## config.mk

```make
export PLATFORM = sky130hd
export DESIGN_NAME = mtne_div
export DESIGN_NICKNAME = d
export VERILOG_FILES = /design/src/hdl/mtne_div.sv
export SDC_FILE = /design/constraint.sdc
export NUM_CORES = 1
export LEC_CHECK = 0
export BUFFER_PORTS_ARGS = -buffer_cell sky130_fd_sc_hd__buf_2
export CORE_ASPECT_RATIO = 1.2
export CORE_MARGIN = 3
export CORE_UTILIZATION = 45
export DETAILED_ROUTE_END_ITERATION = 6
export PLACE_DENSITY_LB_ADDON = 0.15
export SLEW_MARGIN = 20
export SYNTH_ARGS = -nofsm -noshare
export SYNTH_HDL_FRONTEND = slang
export SYNTH_SLANG_ARGS = --single-unit
```

## constraint.sdc

```tcl
create_clock -name clk_i -period 6.12 [get_ports clk_i]
set_input_delay 0.612 -clock clk_i [delete_from_list [all_inputs] [get_ports clk_i]]
set_output_delay 0.612 -clock clk_i [all_outputs]
set_load 0.005 [all_outputs]
```

## src/hdl/mtne_div.sv

```systemverilog
module mtne_div (
  input  logic        clk_i,
  input  logic        rst_ni,
  input  logic        start_i,
  input  logic [39:0] dividend_i,
  input  logic [15:0] divisor_i,
  output logic        done_o,
  output logic [39:0] quotient_o
);
  logic        busy_q;
  logic        done_q;
  logic [5:0]  cnt_q;
  logic [15:0] rem_q;
  logic [15:0] div_q;
  logic [39:0] quo_q;
  logic [16:0] r2;
  logic        ge;
  logic [16:0] diff;

  assign r2   = {rem_q, quo_q[39]};
  assign ge   = r2 >= {1'b0, div_q};
  assign diff = r2 - {1'b0, div_q};

  always_ff @(posedge clk_i or negedge rst_ni) begin
    if (!rst_ni) begin
      busy_q <= 1'b0;
      done_q <= 1'b0;
      cnt_q  <= '0;
    end else begin
      done_q <= 1'b0;
      if (start_i) begin
        busy_q <= 1'b1;
        cnt_q  <= '0;
      end else if (busy_q) begin
        cnt_q <= cnt_q + 6'd1;
        if (cnt_q == 6'd39) begin
          busy_q <= 1'b0;
          done_q <= 1'b1;
        end
      end
    end
  end

  always_ff @(posedge clk_i) begin
    if (start_i) begin
      rem_q <= '0;
      div_q <= divisor_i;
      quo_q <= dividend_i;
    end else if (busy_q) begin
      rem_q <= ge ? diff[15:0] : r2[15:0];
      quo_q <= {quo_q[38:0], ge};
    end
  end

  assign done_o     = done_q;
  assign quotient_o = quo_q;
endmodule
```

# ---- Yosys cells after proc, flatten, opt, wreduce, memory -nomap -nowiden
# Index checks and enable logic that the tools add are counted.
dict set report totals {
  ff_bits 80
  inputBits 59
  out_inout_bits 41
  wordCells 22
}
dict set report op_classes {
  n_addsub 2
  n_lt_le_gt_ge 1
  n_eq_ne 1
  muxes 11
  reduce_logical 1
}
# operator n
set ops {}
lappend ops {{$mux 40} 2}
lappend ops {{$ge 17x16->1} 1}
lappend ops {{$mux 16} 1}
lappend ops {{$sub 16x16->16} 1}
lappend ops {{$mux 6} 2}
lappend ops {{$add 6x1->6 const B} 1}
lappend ops {{$eq 6x6->1 const B} 1}
lappend ops {{$mux 1} 6}
lappend ops {{$reduce_bool 2->1} 1}

# ---- Logic depth before layout (Yosys ltp)
# Gate-level depths: netlist (run 1).
dict set report depth {
  word_depth 4
  depth_mapped 11
  mapped_depth_nobuf 9
}

# ---- Worst setup path after synthesis (run 1)
# Ideal clock, no wire load.
dict set report synth_path {
  path_type {input to register}
  start {input port start_i}
  end {register quo_q[0] (netlist: quotient_o[0]), enable pin}
  setup_time_ns 0.394
  t_arrival_ns 2.106
  t_required_ns 5.726
  path_slack_ns 3.619
  stages 4
  n_path_buf 2
  path_cell_list {clkbuf_1 -> clkbuf_1 -> nor2_1 -> inv_1}
}
dict set report synth_between {
  elab_chain_len 1
}
# element line
set synth_lines {}
lappend synth_lines {{start: declaration} 4} ;# input logic start_i,
lappend synth_lines {{$reduce_bool 2->1 (no source line)} n/a}
lappend synth_lines {{end signal: assignment} 48} ;# quo_q <= dividend_i;
lappend synth_lines {{end signal: assignment} 51} ;# quo_q <= {quo_q[38:0], ge};
lappend synth_lines {{end: declaration} 15} ;# logic [39:0] quo_q;
# Every way passes these cells.
# A chain may end at the register's enable or synchronous reset.

# ---- Worst setup path in the final report (run 1)
dict set report layout_path {
  start {register div_q[9]}
  end {register rem_q[12]}
}
dict set report layout_between {
  elab_chain_len 2
  word_cells_on_any_way 3
  classes_between {add/sub (1); order compare (1); mux (1)}
}
# element line
set layout_lines {}
lappend layout_lines {{start: declaration} 14} ;# logic [15:0] div_q;
lappend layout_lines {{start signal: assignment} 47} ;# div_q <= divisor_i;
lappend layout_lines {{$sub 16x16->16 or $ge 17x16->1 (tied branches)} {22, 21}}
lappend layout_lines {{$mux 16 (*)} 50} ;# rem_q <= ge ? diff[15:0] : r2[15:0];
lappend layout_lines {{end signal: assignment} 50}
lappend layout_lines {{end: declaration} 13} ;# logic [15:0] rem_q;
# Every way passes the cells marked *; elsewhere a longest branch is shown, timed or not.

==> results.toml, run 1 <==
[run_status]
status = "completed"

[route]
dr_wl_met2_um = 4400
wl_met3_um = 641
vias = 3131
drcViolationCount = 0
ant_nets = 0
wire_per_inst_um = 15.6
via_per_inst = 5.38
drt_wl_total_um = 9060
drt_iter0_drc = 221
dr.pass1.iters = 4
met1_length_um = 3820
highest_layer = "met4"

[synth]
ys.flop_type = "edfxtp_1"
yosysUniqueCellTypes = 65
synth_seq_cells = 80
synth_edf_count = 56
synth_area_leaders = "edfxtp_1, mux2_2, dfxtp_1"
syn_inst = 362
synth_area_per_cell_um2 = 11.8
synthesis.area_mm2 = 0.00426
yosysSeqAreaShare_pct = 51.7
yosysWarnings = 0
synth_top_cell_area_share_pct = 39.5
synthesis.nets = 439
synth.largest_area_cell = "edfxtp_1"
async_flop_share_pct = 10.0

[clock_tree]
tritoncts = "built"
clock-root-buffer = "clkbuf_8"
cts_sinks = 80
cts_setup_buffers = 0
cts.path.max_buffers = 2
cts.clk_slew.worst_paths_ns = 0.08
cts-buffers-inserted = 9
holdBufCountCts = 0
insertion_delay_ns = 0.35
post_cts_resize_count = 0
cts_htree_levels = 3

[final_layout]
nets = 534
mostFrequentLayoutCells = "buf_2, edfxtp_1, mux2_2"
antennaDiodeCount = 0
mostFrequentLayoutCell = "buf_2"
drive_gt1_share_pct = 36.4
syn2layout_area_growth_pct = 17.1

[global_route]
grt_overflow_total = 0
track_usage_pct = 17.9
antenna_found_initial = 0
grt_pass1_vias = 3152
grt_start_max_net_pins = 66
grt_pass1_wl_um = 15000

[power]
netSwitchingFraction_pct = 24.9
p_switching_mw = 0.282
internal-power_mw = 0.854
p_comb_share_pct = 14.3
peakVddDrop_mv = 0.153
p_seq_share_pct = 56.7
clkPwrFrac_pct = 29.0
p_leak_nw = 2.16
power.density_mw_per_mm2 = 228

[setup_path]
worstPathMaxFanout = 19
r2r-start = "div_q[9]"
crit_start = "div_q[9]"
worstPathRequired_ns = 6.36
startpoint_type = "flip-flop"
critPathArrivalTime_ns = 3.24
r2r_cells = 8
path_class = "flip-flop to flip-flop"
cp-end-kind = "flip-flop"

[placed_design]
gp_congestion = 0.863
portBuffers = 99
place_hpwl_um = 6320

[timing]
fmax_ghz = 0.333
layout_min_cycle_time_ns = 3.00
worst_clock_skew_ns = 0.00838
max_slew.worst_pin.slew_ns = 1.06
setup_viol = 0
period_share_pct = 49.1
hold_viol_final = 0
relSlewSlack_pct = 28.6
tns_ns = 0
holdWs_ns = 0.0949
slew_violations = 0
rsz0062_at_grt = "false"

[floorplanning]
row_count = 38
ios = 100
die_w_um = 94.8
start_util_pct = 46.7
die_area_mm2 = 0.0107
die_height_um = 113
core_mm2 = 0.00913

[worst_hold_path]
hp-class = "input pin to asynchronous set/reset pin"

[run]
maxCapViolCount = 0
flip-flops by register name, summed over array words and instances, names as in the netlist:
signal / cells
quotient_o: 40
cnt_q: 6
rem_q: 16
div_q: 16
busy_q: 1
done_o: 1
power by group through the flow:
stage	clock (mW)	sequential [mW]	combinational (mW)
3_3_place_gp	0	0.655	0.162
4_1_cts	0.347	0.644	0.165
6_report	0.329	0.644	0.163
2_1_floorplan	0	0.656	0.0933
3_5_place_dp	0	0.655	0.165
5_1_grt	0.369	0.650	0.183
per-stage QoR:
stage	power [mW]	instances	util (%)	setup WS [ns]	area, um^2
after floorplan	0.750	362	-	3.62	4260
after global placement	0.817	566	52.9	3.14	4830
after detailed placement	0.820	566	52.9	3.12	4830
after CTS	1.16	582	54.6	3.09	4990
after global routing	1.20	582	54.6	2.94	4990
final	1.14	582	54.6	3.12	4990
cells in the mapped netlist (all sizes together) (4+ instances only):
cell	n
ha	17
edfxtp	56
o311ai	5
inv	21
xor2	5
mux2	39
a21o	5
dfxtp	16
dfrtp	8
a21oi	17
clkbuf	11
nor2	24
buf	7
o21ai	11
o21a	6
nor3b	5
and2	4
nand3	5
nand4	4
nor3	5
nand2	27
xnor2	6
a311oi	8
critical path: stages, from the launching register on:
cell and delay (ns):
edfxtp_1 0.33, inv_1 0.05, ha_1 0.47, nand4_1 0.19, or3_4 0.42, o211ai_2 0.20, o31a_1 0.71, o311ai_0 0.34
o311ai_0 0.17
kinds of logic after synthesis:
family / count (synthesis) / share of synthesized area, %
adder cells (fa/ha/maj): 18 / 5.46
AO/OA/AOI/OAI: 76 / 13.9
buffers and inverters: 40 / 4.29
multiplexers: 42 / 11.0
AND/OR/NAND/NOR: 95 / 11.4
XOR/XNOR: 11 / 2.26
flip-flops: 80 / 51.7
path summary, 6_finish.rpt:
| kind | slack (ns) | end |
|---|---|---|
| worst max-delay path | 3.12 | rem_q[12] |
| worst min-delay path | 0.09 | cnt_q[4] |
| worst max register to register | 3.12 | rem_q[12] |
| worst min register to register | 0.50 | rem_q[2] |
| max in group asynchronous | 5.85 | cnt_q[5] |
| min in group clk_i | 0.43 | div_q[13] |
layout make-up:
cell class	count	area, um^2
clock buffer	11	131
sequential	80	2200
tap	120	150
multi-input combinational	242	1870
fill	848	4140
inverter	22	82.6
timing repair buffer	102	520
clock inverter	5	26.3
metal layers:
metal / vias up / GRT usage [%]
met5: - / 0
met4: 0 / 8.57
met3: 14 / 5.43
met2: 95 / 27.9
met1: 1478 / 22.6
li1: 1544 / -
Power figures use the tool's default switching activity.
==> run 2: changes to the inputs <==
clock period = 2.5 ns   (was 6.12 ns; I/O delays follow)
==> run 2 against run 1 <==
Register-to-register slack lost 3.0 ns. Sequential power up 150%. Sequential share of layout area is 2.5 points lower. Clock skew is 0.00076 ns higher. Total power grew to 2.6 times the previous value. Final cell count grew 4.1%. Utilization increased by 3.3 points. First-iteration DRC count is 55% lower. Clock power rose to 2.9 times the previous value. Routed wire length is 3.8% higher. Clock-buffer cell count increased by 2. Global-route usage is 0.89 points higher. Critical path type unchanged. Largest cell class unchanged. Highest routed layer unchanged.
==> results.toml, run 2 (synthesized netlist as in run 1, its figures left out) <==
[power]
p_leak_nw = 2.31
peakVddDrop_mv = 0.457
power.density_mw_per_mm2 = 561
internal-power_mw = 2.25
clkPwrFrac_pct = 32.6
total_power_mw = 2.97
p_switching_mw = 0.718
netSwitchingFraction_pct = 24.2
p_comb_share_pct = 14.3
p_seq_share_pct = 53.1

[timing]
setup_viol = 0
layout_min_cycle_time_ns = 2.40
slew_violations = 0
period_share_pct = 95.9
max_slew.worst_pin.slew_ns = 0.501
relSlewSlack_pct = 66.6
worst_clock_skew_ns = 0.00914
postLayoutSetupSlackWorst_ns = 0.102
fmax_ghz = 0.417
hold_viol_final = 0
holdWs_ns = 0.0640
tns_ns = 0

[route]
via_per_inst = 5.34
drt_iter0_drc = 99
drcViolationCount = 0
vias = 3236
wire_per_inst_um = 15.5
dr.pass1.iters = 4
ant_nets = 0
drt_wl_total_um = 9410

[worst_hold_path]
holdCritStartpoint = "divisor_i[5]"
hp-class = "input pin to flip-flop"
whs_endpoint = "div_q[5]"
min_path_cells = 1

[run_status]
status = "completed"

[floorplanning]
start_util_pct = 46.7
die_w_um = 94.8
die_area_mm2 = 0.0107
row_count = 38
die_height_um = 113
ios = 100
core_mm2 = 0.00913

[clock_tree]
tritoncts = "built"
cts-buffers-inserted = 9
cts.path.max_buffers = 2
cts_htree_levels = 3
insertion_delay_ns = 0.35
cts.clk_slew.worst_paths_ns = 0.08
cts_sinks = 80
clock-root-buffer = "clkbuf_8"

[setup_path]
r2r_cells = 8
crit_path_cell_trace = "ha_1 -> buf_4 -> a21oi_1 -> o211ai_4 -> o31a_1 -> buf_6 -> and3_1 -> a311oi_1"
r2r_slack_ns = 0.10
reg2reg_to = "rem_q[0]"
r2r-start = "rem_q[11]"
path_class = "flip-flop to flip-flop"
worstPathRequired_ns = 2.77
worstPathMaxFanout = 11
cpLargestDelayFamily = "compound AO/OA/AOI/OAI gates"
max_stage_delay_ns = 0.39
critPathArrivalTime_ns = 2.67
cp_slowest_cell = "a21oi_1"
cp_num_buf_inv = 2
cp-end-kind = "flip-flop"
startpoint_type = "flip-flop"

[final_layout]
largest_register_ff_count = 40
antennaDiodeCount = 0
final_util_pct = 57.9
mostFrequentLayoutCell = "buf_2"
syn2layout_area_growth_pct = 24.2
mostFrequentLayoutCells = "buf_2, edfxtp_1, mux2_2"
instances_no_fill = 606
drive_gt1_share_pct = 40.9
postLayoutCellArea_mm2 = 0.00529
nets = 558

[run]
maxCapViolCount = 0

[placed_design]
gp_congestion = 0.946
portBuffers = 99
dp_cells = 584
place_area_mm2 = 0.00498
dp_slack_ns = -0.0191
place_hpwl_um = 6870

[global_route]
grt_pass1_vias = 3339
grt_overflow_total = 0
antenna_found_initial = 0
grt_start_max_net_pins = 41
grt_pass1_wl_um = 15500
track_usage_pct = 18.8
[run 2: cell types whose count changed in the layout (fill, tap and decap cells not counted), moves of 2 or more]
cell	change
clkbuf_16	+2
clkinv_2	-2
ha_1	-2
buf_4	+21
a21oi_1	-2
[run 2: worst max-delay path by stage]
stage	slack, ns	start	cells past startpoint	endpoint
global route	-0.008	rem_q[11]	8	rem_q[0]
floorplan	0.23	div_q[1]	10	rem_q[12]
detailed placement	-0.02	rem_q[9]	8	rem_q[3]
finish	0.10	rem_q[11]	8	rem_q[0]
CTS	0.05	rem_q[9]	8	rem_q[3]
global placement	0.09	div_q[10]	9	rem_q[4]
[run 2: worst reg2reg max path: stages, from the launching register on]
cell and delay (ns):
dfxtp_1 0.36, ha_1 0.33, buf_4 0.17, a21oi_1 0.39
o211ai_4 0.14, o31a_1 0.34, buf_6 0.18, and3_1 0.18
a311oi_1 0.23
[run 2: cell type report]
type	instances	area [um^2]
clock inverters	3	21.3
well taps	120	150
fillers	815	3840
inverters	22	82.6
repair buffers	126	719
flip-flops and latches	80	2200
multi-input cells	242	1930
clock buffers	13	185
[run 2: repair_timing]
item,CTS,global route
hold buffers,1,0
cloned,0,0
setup buffers,2,3
resized for setup,0,13
pin swaps,1,3
endpoints found under the hold margin,8,0
setup endpoints to repair,4,12
[run 2: power by group through the flow]
stage,sequential [mW],combinational [mW],clock (mW)
after floorplan,1.61,0.228,0
after global placement,1.60,0.413,0
after detailed placement,1.60,0.418,0
after CTS,1.58,0.422,0.996
after global routing,1.59,0.476,1.05
final,1.58,0.425,0.967
[run 2: per-layer routing]
layer / vias to the layer above / GRT usage (%) / wire length [um]
li1: 1594 / - / -
met1: 1524 / 22.6 / 3910
met2: 97 / 30.3 / 4540
met3: 21 / 5.56 / 633
met4: 0 / 9.72 / 321
met5: - / 0 / 0
==> run 3: changes to the inputs <==
CORE_UTILIZATION = 49   (was 45)
CTS_CLUSTER_SIZE = 28   (was unset)
==> run 3 against run 2 <==
Non-clock buffer count shrank 11. Highest routed layer unchanged. Register-to-register slack gained 0.05 ns. Largest cell class unchanged. Final cell count shrank 2.8%. Clock power grew 12%. First-iteration DRC count grew 22%. Fmax grew 2.0%. Routed wire length shrank 2.1%. Global-route usage grew 0.73 points. Final area shrank 1.4%. Flip-flop and latch count is the same. Sequential power is essentially flat. Via count shrank 0.22%.
==> results.toml, run 3 (synthesized netlist as in run 1, its figures left out) <==
[global_route]
track_usage_pct = 19.5
grt_pass1_vias = 3155
grt_pass1_wl_um = 15100
grt_overflow_total = 0
grt_start_max_net_pins = 52
antenna_found_initial = 0

[floorplanning]
die_w_um = 91.1
start_util_pct = 51.4
ios = 100
row_count = 36
core_mm2 = 0.00829
die_height_um = 108
die_area_mm2 = 0.00985

[final_layout]
drive_gt1_share_pct = 39.8
mostFrequentLayoutCells = "buf_2, edfxtp_1, mux2_2"
syn2layout_area_growth_pct = 22.5
nets = 547
postLayoutCellArea_mm2 = 0.00522
multi_input_area_mm2 = 0.00191
largest_register_ff_count = 40
seq_area_mm2 = 0.00220
mostFrequentLayoutCell = "buf_2"
instances_no_fill = 589
final.fill_count = 700
antennaDiodeCount = 0

[timing]
tns_ns = 0
max_slew.worst_pin.slew_ns = 0.494
layout_min_cycle_time_ns = 2.35
relSlewSlack_pct = 67.1
hold_viol_final = 0
period_share_pct = 94.0
fmax_ghz = 0.426
slew_violations = 0
worst_clock_skew_ns = 0.0121
setup_viol = 0
rsz0062_at_grt = "true"

[setup_path]
critPathArrivalTime_ns = 2.63
worstPathRequired_ns = 2.78
startpoint_type = "flip-flop"
worstPathMaxFanout = 19
cp-end-kind = "flip-flop"
path_class = "flip-flop to flip-flop"

[power]
power.density_mw_per_mm2 = 590
p_leak_nw = 2.27
peakVddDrop_mv = 0.382

[worst_hold_path]
hp-class = "input pin to flip-flop"

[clock_tree]
cts.clk_slew.worst_paths_ns = 0.09
cts_htree_levels = 3
clock-root-buffer = "clkbuf_8"
cts.path.max_buffers = 2
tritoncts = "built"
cts_sinks = 80
insertion_delay_ns = 0.36
cts-buffers-inserted = 9

[route]
ant_nets = 0
drt_iter0_drc = 121
drcViolationCount = 0
drt_wl_total_um = 9210
vias = 3229
via_per_inst = 5.48
dr.pass1.iters = 4
wire_per_inst_um = 15.6

[placed_design]
gp_congestion = 0.908
place_area_mm2 = 0.00493
dp_cells = 570
place_hpwl_um = 6590
portBuffers = 99

[run]
maxCapViolCount = 0

[run_status]
status = "completed"
-- run 3: timing repair --
action                                  in CTS  in global routing
hold endpoints to repair                     8                  0
setup buffers                                0                  2
hold buffers                                 1                  0
endpoints found under the setup margin       0                  7
resized for setup                            0                  9
-- run 3: final timing paths --
kind | cells after the start | end | startpoint | slack (ns)
setup / recovery | 9 | rem_q[0] | div_q[4] | 0.15
hold / removal | 1 | div_q[15] | divisor_i[15] | 0.06
setup reg to reg | 9 | rem_q[0] | div_q[4] | 0.15
hold reg to reg | 2 | rem_q[2] | rem_q[1] | 0.51
max in group asynchronous | 2 | cnt_q[1] | rst_ni | 2.07
min in group asynchronous | 2 | cnt_q[4] | rst_ni | 0.26
-- run 3: cell type report --
class	instances	share of cell area, %
Clock buffer	10	2.45
Clock inverter	6	1.80
Inverter	22	1.58
Multi-Input combinational cell	242	36.6
Sequential cell	80	42.2
Tap cell	114	2.73
Timing Repair Buffer	115	12.6
-- run 3: worst max-delay path, stage by stage, from the launching register on --
cell and delay, ns:
edfxtp_1 0.37, inv_1 0.06, ha_1 0.25, and2_1 0.22
a21oi_2 0.34, a21oi_4 0.13, o31a_1 0.32, buf_12 0.17
and3_1 0.18, a311oi_2 0.22
-- run 3: per-stage QoR --
stage          total power, mW  hold WS [ns]  worst slack, ns  util, %
3_3_place_gp              2.01        0.0986            0.173     59.5
6_report                  3.08        0.0573            0.150     63.0
2_1_floorplan             1.84       -0.0456            0.228        -
5_1_grt                   3.23        0.0338         -0.00902     63.0
3_5_place_dp              2.02         0.100            0.109     59.5
4_1_cts                   3.10        0.0342           0.0854     62.3
-- run 3: per-layer routing --
layer / GRT usage, % / part of all wire [%] / up-vias
met5: 0 / 0 / -
met4: 9.91 / 3.5 / 0
met3: 6.54 / 7.4 / 24
met2: 31.6 / 47 / 104
met1: 23.4 / 43 / 1522
li1: - / - / 1579
-- run 3: where the power goes --
part | switching, mW | internal [mW]
registers | 0.0470 | 1.53
logic | 0.198 | 0.223
clock network | 0.511 | 0.572
total | 0.755 | 2.32
